### config.mk
export PLATFORM = sky130hd
export DESIGN_NAME = lttf_cell
export DESIGN_NICKNAME = d
export VERILOG_FILES = /design/src/design/lttf_pkg.sv /design/src/design/lttf_cell.sv
export SDC_FILE = /design/constraint.sdc
export NUM_CORES = 1
export LEC_CHECK = 0
export BUFFER_PORTS_ARGS = -buffer_cell sky130_fd_sc_hd__buf_2
export CAP_MARGIN = 20
export CORE_MARGIN = 3
export CORE_UTILIZATION = 28
export DETAILED_ROUTE_END_ITERATION = 8
export GPL_TIMING_DRIVEN = 0
export SLEW_MARGIN = 15
export SYNTH_ARGS = -nofsm -noshare
export SYNTH_HDL_FRONTEND = slang
export SYNTH_SLANG_ARGS = --single-unit
### constraint.sdc
create_clock -name clk -period 13.6 [get_ports clk]
set_input_delay 2.04 -clock clk [delete_from_list [all_inputs] [get_ports clk]]
set_output_delay 2.04 -clock clk [all_outputs]
set_load 0.02 [all_outputs]
### src/design/lttf_pkg.sv
// ---------------------------------------------------------------------------
// lttf_pkg: shared types and codes for the learnable transition table
// Operation and status codes, the scan packet and the slot write command.
// ---------------------------------------------------------------------------
package lttf_pkg;

  localparam int DATA_W = 16;
  localparam int PAGE_W = 8;
  localparam int KIND_W = 3;
  localparam int STAT_W = 3;
  localparam int USED_W = 7;

  localparam logic [USED_W-1:0] USED_MAX = 7'd127;
  localparam logic [PAGE_W-1:0] SEQ_LIMIT = 8'd128;
  localparam logic [PAGE_W-1:0] PAGE_NONE = 8'd0;

  // Operation kinds
  localparam logic [KIND_W-1:0] K_READ   = 3'd0;
  localparam logic [KIND_W-1:0] K_LEARN  = 3'd1;
  localparam logic [KIND_W-1:0] K_REMOVE = 3'd2;
  localparam logic [KIND_W-1:0] K_CLEAR  = 3'd3;
  localparam logic [KIND_W-1:0] K_COUNT  = 3'd4;

  // Result status codes
  localparam logic [STAT_W-1:0] ST_DONE    = 3'd0;
  localparam logic [STAT_W-1:0] ST_MISS    = 3'd1;
  localparam logic [STAT_W-1:0] ST_EMPTY   = 3'd2;
  localparam logic [STAT_W-1:0] ST_EXISTS  = 3'd3;
  localparam logic [STAT_W-1:0] ST_FULL    = 3'd4;
  localparam logic [STAT_W-1:0] ST_NOCLEAR = 3'd5;

  // Query packet that walks the row of slot cells
  typedef struct packed {
    logic              active;
    logic [KIND_W-1:0] kind;
    logic [DATA_W-1:0] key;
    logic [DATA_W-1:0] fb;
    logic [DATA_W-1:0] nv;
    logic              seen;
    logic              hit;
    logic [DATA_W-1:0] hit_next;
    logic              free_found;
    logic              any;
    logic [USED_W-1:0] cnt;
  } pkt_t;

  // Slot write command, issued when a learn finishes its scan
  typedef struct packed {
    logic              en;
    logic [PAGE_W-1:0] tag;
    logic [DATA_W-1:0] fb;
    logic [DATA_W-1:0] key;
    logic [DATA_W-1:0] nxt;
  } wr_t;

endpackage

### src/design/lttf_cell.sv
// ---------------------------------------------------------------------------
// lttf_cell: one slot of the transition table
// Holds one transition, checks the passing packet against it and hands the
// updated packet to the next cell in the next cycle.
// ---------------------------------------------------------------------------
module lttf_cell
  import lttf_pkg::*;
#(
  parameter int IW       = 6,
  parameter int SLOT_IDX = 0
) (
  input  logic              clk,
  input  logic              rst,
  input  logic [PAGE_W-1:0] page,
  input  pkt_t              pkt_in,
  input  logic [IW-1:0]     idx_in,
  input  wr_t               wr,
  input  logic [IW-1:0]     wr_idx,
  output pkt_t              pkt_out,
  output logic [IW-1:0]     idx_out
);

  localparam logic [IW-1:0] MY_IDX = IW'(SLOT_IDX);

  logic [PAGE_W-1:0] tag;
  logic [PAGE_W-1:0] tag_next;
  logic [DATA_W-1:0] fb;
  logic [DATA_W-1:0] key;
  logic [DATA_W-1:0] nxt;
  pkt_t              pkt_next;
  logic [IW-1:0]     idx_next;
  logic              used;
  logic              match;
  logic              wr_hit;

  assign used   = (tag != PAGE_NONE);
  assign match  = (tag == page) && (fb == pkt_in.fb) && (key == pkt_in.key);
  assign wr_hit = wr.en && (wr_idx == MY_IDX);

  // Compare this slot against the passing packet
  always_comb begin
    pkt_next = pkt_in;
    idx_next = idx_in;
    tag_next = tag;
    if (pkt_in.active) begin
      case (pkt_in.kind)
        K_READ, K_LEARN, K_REMOVE: begin
          if (tag == page) begin
            pkt_next.seen = 1'b1;
          end
          if (match && !pkt_in.hit) begin
            pkt_next.hit      = 1'b1;
            pkt_next.hit_next = nxt;
            if (pkt_in.kind == K_REMOVE) begin
              tag_next = PAGE_NONE;
            end
          end
          if (pkt_in.kind == K_LEARN && !used && !pkt_in.free_found) begin
            pkt_next.free_found = 1'b1;
            idx_next            = MY_IDX;
          end
        end
        K_CLEAR: begin
          if (used) begin
            pkt_next.any = 1'b1;
          end
          tag_next = PAGE_NONE;
        end
        K_COUNT: begin
          if (used && pkt_in.cnt != USED_MAX) begin
            pkt_next.cnt = pkt_in.cnt + 1'b1;
          end
        end
        default: begin
        end
      endcase
    end
    if (wr_hit) begin
      tag_next = wr.tag;
    end
  end

  // Tag register, cleared at reset
  always_ff @(posedge clk) begin
    if (rst) begin
      tag <= PAGE_NONE;
    end else begin
      tag <= tag_next;
    end
  end

  // Slot payload, written by a learn
  always_ff @(posedge clk) begin
    if (wr_hit) begin
      fb  <= wr.fb;
      key <= wr.key;
      nxt <= wr.nxt;
    end
  end

  // Hand the packet to the neighbor
  always_ff @(posedge clk) begin
    if (rst) begin
      pkt_out <= '0;
    end else begin
      pkt_out <= pkt_next;
    end
    idx_out <= idx_next;
  end

endmodule

==> results of run 1 <==
==> Yosys cell counts (all sizes together) <==
cell type,instances
a31oi,1
or4b,2
o21ai,8
a2111oi,2
nor3,4
xor2,40
buf,7
or4,1
a41oi,1
nor4bb,1
nand4,21
a21oi,18
nand3,4
o31ai,16
nand4bb,1
and4,2
nor4,11
nor4b,1
nand2,23
nor2,12
clkbuf,12
xnor2,5
ha,1
dfxtp,93
edfxtp,48
and3,3
and2,7
nor2b,55
==> worst max-delay path, cell delays in order <==
cell and delay [ns]:
buf_2 0.09, or4b_1 0.52, nor4_2 0.50, buf_4 0.28
buf_2 0.22, buf_4 0.19, buf_2 0.23, buf_4 0.18
==> sequential cells by signal (all words and copies together), names as in the netlist <==
signal   cells
pkt_out     79
fb          16
key         16
nxt         16
tag          8
idx_out      6
==> layout make-up <==
type                            instances  area (um2)  share of cell area
Buffer                                 19         114              0.0159
Clock buffer                           19         453              0.0634
Clock inverter                         13        97.6              0.0137
Multi-Input combinational cell        240        1630               0.228
Sequential cell                       141        3300               0.463
Tap cell                              225         282              0.0394
Timing Repair Buffer                  249        1260               0.177
==> cell families (layout without fill, tap and decap cells) <==
group,after synthesis,after routing,share of synthesized area
simple gates,148,148,0.173
flops,141,141,0.655
compound gates,46,46,0.0685
xor+xnor,45,45,0.0782
buf+inv,19,300,0.0226
fa+ha+maj,1,1,0.00248
==> placed cells by master, fill, tap and decap left out, types with 10 or more instances in the layout <==
cell type  count
edfxtp_1      48
clkbuf_1      12
nor2b_1       55
xor2_1        40
nor4_1        10
clkbuf_16     17
nand4_1       21
o31ai_2       10
a21oi_1       18
dfxtp_1       93
nor2_1        12
buf_2        246
nand2_1       23
==> layer usage <==
| layer | routed length [um] | up-vias | track usage |
|---|---|---|---|
| li1 | - | 1946 | - |
| met1 | 5910 | 1775 | 0.182 |
| met2 | 6740 | 183 | 0.232 |
| met3 | 1560 | 15 | 0.0580 |
| met4 | 182 | 2 | 0.0510 |
| met5 | 13 | - | 0 |
==> final timing paths <==
| check | startpoint | endpoint | slack (ns) |
|---|---|---|---|
| worst max register to register | key[3] | tag[7] | 11.04 |
| worst min register to register | tag[5] | tag[5] | 0.48 |
| worst max-delay path | wr_idx[2] | key[15] | 9.46 |
| worst min-delay path | tag[5] | tag[5] | 0.48 |
==> power by group through the flow <==
stage / combinational [mW] / clock (mW) / sequential, mW
floorplan: 0.0210 / 0 / 0.480
global placement: 0.0841 / 0 / 0.462
detailed placement: 0.0851 / 0 / 0.462
CTS: 0.0853 / 0.447 / 0.453
global route: 0.0920 / 0.467 / 0.455
finish: 0.0838 / 0.435 / 0.453
==> metrics by stage <==
| step | area (um2) | utilization | setup slack, ns | total power, mW | cells |
|---|---|---|---|---|---|
| CTS | 7140 | 0.409 | 9.42 | 0.986 | 906 |
| finish | 7140 | 0.409 | 9.46 | 0.973 | 906 |
| global route | 7140 | 0.409 | 9.32 | 1.01 | 906 |
| detailed placement | 6590 | 0.377 | 8.96 | 0.547 | 874 |
| floorplan | 5040 | - | 5.15 | 0.501 | 400 |
| global placement | 6530 | 0.374 | 1.59 | 0.546 | 866 |
==> summary.txt, run 1 <==
STA
  – Final worst-path cycle share: 0.304
  – Minimum clock period: 4.14 ns
  – RSZ-0062 raised after global routing: false
  – Fin Hold WS: 0.480 ns
  – Setup TNS: 0 ns
  – Setup Skew: ~0.0052 ns
  – Final slew viol count: 0
  – Setup violations, final: 0
  – Slew HR: 0.475
  – Final Hold Viols: 0
  – Worst slew pin tran: 0.781 ns
  – Fmax: 242 MHz

Critical path
  – Worst Setup Path Type: primary input to flip-flop
  – Worst Setup End Kind: flip-flop
  – Register-to-Register Path Depth: 5
  – Worst EP required: 13.73 ns
  – Startpoint types: primary input
  – CP Max Fanout: 8
  – Crit path DAT: around 4.3 ns

Global route
  – GRT overflow: 0
  – Largest net degree at the start of global routing: 17
  – Initial antenna violation count: 1
  – First-pass GRT wire length: 21.8 mm
  – Number of global-route vias before repair: a little over 4000
  – GRT Total Usage: 0.147

Routing
  – Vias: 3921
  – Vias per cell: 4.33
  – Antenna viol nets, final: 0
  – Routed len/inst: ~16 um
  – DRT Pass-1 Iters: 6
  – Routed wire length: roughly 14 mm
  – Residual DRC: 0
  – 1st-iter DRT viols: roughly 110

Logic synthesis
  – Yosys Warn Count: 0
  – Synthesized net count: approximately 560
  – Yosys reg bits: approximately 140
  – Mapped Area: slightly above 0.005 mm2
  – Yosys top cell by area: dfxtp_1
  – Post-synthesis sequential area ratio: 0.655
  – Cells after Synth: 400
  – Top post-synthesis cells by area: dfxtp_1 37%, edfxtp_1 29%, xor2_1 6.9%
  – Post-synth top area share: 0.369
  – Mean post-synth cell area: roughly 13 um2
  – Netlist cell types: 33

Power and ir drop
  – Seq pwr share: 0.466
  – Power density cells: roughly 140 mW/mm2
  – Clock share of power: 0.448
  – Combinational power share: 0.086
  – Leakage: 3.10 nW
  – Sw Ratio: 0.234
  – Switching pwr: ~230 uW
  – Worst VDD drop: between 0.00008 and 0.00009 V
  – Pint: ~740 uW

Floorplanning
  – Initial Util: 0.289
  – Die area: 0.0197 mm2
  – Row count: 48
  – Chip width: 140 um
  – Area of the core: roughly 0.017 mm2
  – I/O pin cnt: around 240
  – Die Y: 140 um

Flow run
  – # Max-Cap Violations: 0

Clock network
  – TritonCTS clock tree: built
  – H-tree levels: 4
  – CTS Buf Count: 17
  – Clock root buffer: clkbuf_16
  – Clock Sink Count: 141
  – Worst-path clk slew: around 0.060 ns
  – Clock latency on the worst-skew pair: between 0.4 and 0.5 ns
  – CTS Hold Bufs: 0
  – Post-CTS Resized: 0
  – Clock Path Buffers: 2
  – Post-CTS Setup Inserts: 0

Run status
  – Status: completed

Place
  – Dpl hpwl: around 11 mm
  – Port bufs: between 200 and 250
  – GP Congestion: approximately 0.76

Final layout
  – Fillers: between 1500 and 2000
  – Antenna Cells: 0
  – Area growth from synthesis to layout: 41.6%
  – Nets@finish: slightly above 800
  – Layout cells sized above 1: 0.438

Min path
  – Worst hold path cell count: 2
  – HP Class: flip-flop to flip-flop
Power figures use the tool's default switching activity.
==> inputs of run 2 (changes only) <==
clock period = 4.2 ns   (was 13.6 ns; I/O delays follow)
==> run 2 against run 1 <==
  * Flip-flop and latch count stayed put
  * Sequential share of layout area is 0.39 points lower
  * Clock power grew to 3.6 times the previous value
  * Non-clock buffer count is 4 lower
  * Register-to-register slack worse by 9.3 ns
  * Utilization is 0.34 points higher
  * Global-route usage is 0.37 points lower
  * Critical path depth is 3 lower
  * Worst hold slack worse by 0.090 ns
  * First-iteration DRC count is 18% lower
  * Sequential power grew to 3.2 times the previous value
==> summary.txt, run 2 (same netlist as run 1, synthesis figures left out) <==
Clock network
  – Clock Path Buffers: 2 (unchanged)
  – Clock latency on the worst-skew pair: 0.41 ns (about the same)
  – Clock Sink Count: 141 (unchanged)
  – H-tree levels: 4 (unchanged)
  – TritonCTS clock tree: built
  – Worst-path clk slew: 0.06 ns (about the same)
  – CTS Hold Bufs: 0 (unchanged)
  – Clock root buffer: clkbuf_16
  – Post-CTS Setup Inserts: 0 (unchanged)
  – Post-CTS Resized: 0 (unchanged)
  – CTS Buf Count: 17 (unchanged)

Critical path
  – Reg-to-reg slack, setup: 1.73 ns (-9.31 ns)
  – R2R Path End: tag[2]
  – Crit-path cells: xor2_1 > nor4_1 > nand4_1 > nor3_2 > o21ai_0
  – Largest stage delay on the critical path: 0.62 ns (+0.10 ns)
  – Worst Setup End Kind: flip-flop
  – Startpoint types: flip-flop
  – Crit path DAT: 2.74 ns (-1.53 ns)
  – CP Max Fanout: 8 (unchanged)
  – Worst EP required: 4.47 ns (-9.26 ns)
  – Register-to-Register Path Depth: 5 (unchanged)
  – Crit-path slowest cell: nor3_2
  – Worst Setup Path Type: flip-flop to flip-flop
  – Worst R2R Start: key[11]
  – Critical Path Start: key[11]

STA
  – Final Hold Viols: 0 (unchanged)
  – Fmax: roughly 410 MHz
  – Setup Skew: 0.00894 ns (+0.00377 ns)
  – Setup violations, final: 0 (unchanged)
  – Final worst-path cycle share: 0.587
  – Slew HR: 0.481 (+0.00571)
  – Fin Hold WS: 0.390 ns (-0.0901 ns)
  – RSZ-0062 raised after global routing: false
  – Minimum clock period: around 2.5 ns
  – Final slew viol count: 0 (unchanged)
  – Worst slew pin tran: 0.777 ns (-0.00406 ns)

Min path
  – HP Class: primary input to flip-flop
  – Worst Hold Endpoint: fb[4]
  – Worst hold path cell count: 1 (-1)
  – Hold_sp: wr[36]

Routing
  – Residual DRC: 0 (unchanged)
  – Routed len/inst: 15.6 um (-1.7%)
  – 1st-iter DRT viols: 93 (-18%)
  – Antenna viol nets, final: 0 (unchanged)
  – Vias: 3910 (-0.28%)
  – Vias per cell: 4.33 (+0.16%)
  – DRT Pass-1 Iters: 4 (-2)
  – Routed wire length: 14.1 mm (-2.2%)

Final layout
  – Final Cell Area: 0.00720 mm2 (+0.84%)
  – Commonest non-fill, non-tap cell in the layout: buf_2
  – Nets@finish: 823 (-0.48%)
  – Antenna Cells: 0 (unchanged)
  – Most flop-heavy register: pkt_out
  – Layout cells sized above 1: 0.439 (+0.00111)
  – Area growth from synthesis to layout: 42.8%
  – Fin cells: 902 (-0.44%)
  – Fillers: 1712 (-0.47%)
  – Max reg flops: 79 (unchanged)
  – Most frequent cells in the layout: 244 x buf_2, 93 x dfxtp_1, 55 x nor2b_1

Floorplanning
  – Die Y: 140 um (unchanged)
  – Initial Util: 0.289 (unchanged)
  – Area of the core: 0.0175 mm2 (unchanged)
  – Row count: 48 (unchanged)
  – Chip width: 140 um (unchanged)
  – I/O pin cnt: 243 (unchanged)
  – Die area: 0.0197 mm2 (unchanged)

Flow run
  – # Max-Cap Violations: 0 (unchanged)

Global route
  – Number of global-route vias before repair: 3978 (-1.9%)
  – GRT overflow: 0 (unchanged)
  – GRT Total Usage: 0.143 (-0.00375)
  – Largest net degree at the start of global routing: 17 (unchanged)
  – Initial antenna violation count: 1 (unchanged)
  – First-pass GRT wire length: 21.3 mm (-2.2%)

Power and ir drop
  – Worst VDD drop: 0.000259 V (+210%)
  – Power density cells: 457 mW/mm2 (+240%)
  – Leakage: 3.11 nW (+0.27%)

Place
  – GP Congestion: 0.744 (-1.5%)
  – Area post-placement: 0.00659 mm2 (about the same)
  – Placed cells: 870 (-0.46%)
  – Port bufs: 241 (unchanged)
  – Dpl hpwl: 10.7 mm (-2.3%)

Run status
  – Status: completed
[run 2: cell types whose count changed in the layout (fill, tap and decap cells not counted), sizes merged]
cell	delta
clkinv	-5
buf	-4
clkbuf	+3
bufinv	+2
clkinvlp	+1
inv	-1
[run 2: final cells by class]
type	instances	area [um2]	area share
timing repair buffer	245	1250	0.174
clock buffer	22	474	0.0658
buffer	19	114	0.0158
clock inverter	10	138	0.0191
multi-input combinational	240	1640	0.228
tap	225	282	0.0391
sequential	141	3300	0.459
[run 2: power by group]
group	leakage, nW	internal, mW	switching, mW
logic	1.61	0.120	0.151
registers	1.21	1.46	0.0106
clock network	0.296	0.981	0.571
total	3.11	2.56	0.733
[run 2: how the worst max path moves through the flow]
stage	end	slack, ns	cells past startpoint
floorplan	tag[2]	0.69	5
detailed placement	tag[2]	1.22	6
global route	tag[7]	1.36	5
finish	tag[2]	1.73	5
CTS	tag[2]	1.50	5
global placement	tag[6]	-0.45	6
[run 2: worst max-delay path, delay by kind of cell, from the launching register on]
kind / cells / cell delay, ns
and+or+nand+nor: 3 / 1.65
DFF: 1 / 0.37
AOI/OAI and AO/OA: 1 / 0.16
xor gates and xnor gates: 1 / 0.15
[run 2: routing by layer]
metal / wire, um / share of wire / vias to the layer above / GRT usage
met1: 5850 / 0.42 / 1762 / 0.174
li1: - / - / 1940 / -
met3: 1410 / 0.10 / 13 / 0.0543
met2: 6690 / 0.47 / 193 / 0.233
met5: 12 / 0.00085 / - / 0
met4: 133 / 0.0094 / 2 / 0.0459
[run 2: through the flow]
step	setup TNS (ns)	worst slack [ns]	util	power, mW
5_1_grt	0	1.36	0.412	3.42
3_3_place_gp	-3.57	-0.451	0.374	1.77
4_1_cts	0	1.50	0.412	3.34
3_5_place_dp	0	1.22	0.377	1.77
6_report	0	1.73	0.412	3.29
2_1_floorplan	0	0.687	-	1.62
==> inputs of run 3 (changes only) <==
clock period = 2.4 ns   (was 4.2 ns; I/O delays follow)
==> run 3 against run 2 <==
  * Clock skew up 0.0027 ns
  * Count of clock-buffer cells in the layout down 1
  * Final area up 0.49%
==> summary.txt, run 3 (same netlist as run 1, synthesis figures left out) <==
Run status
  – Status: completed

Clock network
  – CTS Hold Bufs: 0 (unchanged)
  – CTS Buf Count: 17 (unchanged)
  – Worst-path clk slew: 0.06 ns (about the same)
  – Clock Path Buffers: 2 (unchanged)
  – H-tree levels: 4 (unchanged)
  – Clock root buffer: clkbuf_16
  – Clock Sink Count: 141 (unchanged)
  – TritonCTS clock tree: built
  – Clock latency on the worst-skew pair: 0.41 ns (about the same)

Global route
  – GRT Total Usage: 0.144 (+0.00122)
  – Initial antenna violation count: 2 (+1)
  – Largest net degree at the start of global routing: 17 (unchanged)
  – GRT overflow: 0 (unchanged)
  – Number of global-route vias before repair: 4027 (+1.2%)
  – First-pass GRT wire length: 21.5 mm (+0.62%)

STA
  – Final Hold Viols: 0 (unchanged)
  – Worst slew pin tran: 0.867 ns (+0.0904 ns)
  – Setup Skew: 0.0117 ns (+0.00274 ns)
  – Setup violations, final: 0 (unchanged)
  – Fmax: 455 MHz (+12%)
  – Final slew viol count: 0 (unchanged)
  – RSZ-0062 raised after global routing: false
  – Setup TNS: 0 ns (unchanged)
  – Minimum clock period: 2.20 ns (-0.267 ns)
  – Final worst-path cycle share: 0.916 (+0.329)
  – Slew HR: 0.417 (-0.0637)

Final layout
  – Final Cell Area: 0.00724 mm2 (+0.49%)
  – Most frequent cells in the layout: 244 x buf_2, 93 x dfxtp_1, 55 x nor2b_1
  – Max reg flops: 79 (unchanged)
  – Antenna Cells: 0 (unchanged)
  – Layout cells sized above 1: 0.446 (+0.00770)
  – Nets@finish: 827 (+0.49%)
  – Fillers: 1710 (-0.12%)
  – Area growth from synthesis to layout: 43.5%
  – Commonest non-fill, non-tap cell in the layout: buf_2
  – Most flop-heavy register: pkt_out

Routing
  – Residual DRC: 0 (unchanged)
  – Antenna viol nets, final: 0 (unchanged)
  – Vias: 3909 (-0.026%)
  – DRT Pass-1 Iters: 4 (unchanged)
  – 1st-iter DRT viols: 156 (+68%)
  – Routed wire length: 14.3 mm (+1.4%)
  – Routed len/inst: 15.8 um (+0.98%)
  – Vias per cell: 4.31 (-0.47%)

Critical path
  – Crit path max-delay family: simple AND/OR/NAND/NOR gates
  – Crit-path slowest cell: nor4b_4
  – WP buf/inv: 1 (+1)
  – CP Max Fanout: 10 (+2)
  – Worst Setup Path Type: flip-flop to flip-flop
  – Worst EP required: 2.73 ns (-1.74 ns)
  – Worst Setup End Kind: flip-flop
  – Startpoint types: flip-flop
  – Crit-path cells: xor2_1 > a2111oi_2 > nor4b_4 > buf_2 > nand4_1 > a21oi_1
  – Crit path DAT: 2.53 ns (-0.21 ns)
  – Largest stage delay on the critical path: 0.56 ns (-0.06 ns)

Power and ir drop
  – Leakage: 3.15 nW (+1.2%)
  – Worst VDD drop: 0.000468 V (+81%)
  – Power density cells: 788 mW/mm2 (+72%)

Flow run
  – # Max-Cap Violations: 0 (unchanged)

Floorplanning
  – Initial Util: 0.289 (unchanged)
  – Die area: 0.0197 mm2 (unchanged)
  – Chip width: 140 um (unchanged)
  – Area of the core: 0.0175 mm2 (unchanged)
  – Row count: 48 (unchanged)
  – Die Y: 140 um (unchanged)
  – I/O pin cnt: 243 (unchanged)

Place
  – Port bufs: 241 (unchanged)
  – GP Congestion: 0.745 (about the same)
  – Area post-placement: 0.00661 mm2 (+0.23%)
  – Dpl hpwl: 11.0 mm (+2.3%)

Min path
  – HP Class: primary input to flip-flop
## run 3: final timing paths
path	cells past startpoint	start	endpoint	slack [ns]
setup / recovery	6	tag[3]	pkt_out[14]	0.20
hold / removal	1	wr[24]	key[8]	0.12
setup reg to reg	6	tag[3]	pkt_out[14]	0.20
hold reg to reg	2	tag[0]	tag[0]	0.48
## run 3: timing repair
action / in CTS / in global routing
setup buffers: 4 / 0
setup endpoints to repair: 18 / 10
gates resized for setup: 1 / 3
pin swaps: 2 / 0
## run 3: cell type report
class	count	area, um2	share of cell area
clock inverter	11	141	0.0195
timing repair buffer	250	1290	0.179
clock buffer	21	450	0.0622
tap	225	282	0.0389
buffer	18	111	0.0154
sequential	141	3300	0.456
multi-input combinational	240	1660	0.229
## run 3: where the power goes
part           leakage, nW  total, mW  switching [mW]  internal [mW]
Sequential            1.21       2.57          0.0177           2.55
Clock                0.291       2.66           0.998           1.66
Combinational         1.65      0.479           0.268          0.211
Total                 3.15       5.70            1.28           4.42
## run 3: per-stage QoR
step	worst slack [ns]	hold slack (ns)	power [mW]	cells	utilization
2_1_floorplan	-0.813	0.453	2.84	400	-
3_3_place_gp	-2.16	0.465	3.10	866	0.375
3_5_place_dp	-0.299	0.471	3.11	871	0.378
4_1_cts	0.0195	0.0955	5.79	907	0.414
5_1_grt	0.0413	0.0959	5.95	906	0.414
6_report	0.201	0.116	5.70	906	0.414
## run 3: routing by layer
layer	up-vias	global-route usage	share of wire
met5	-	0	0.0019
met4	4	0.0551	0.016
met3	21	0.0543	0.086
met2	181	0.229	0.46
met1	1755	0.178	0.43
li1	1948	-	-
## run 3: worst register-to-register path, cell delays in order, from the launching register on
cell and delay [ns]:
dfxtp_1 0.33, xor2_1 0.18, a2111oi_2 0.41, nor4b_4 0.56, buf_2 0.32, nand4_1 0.15
a21oi_1 0.17
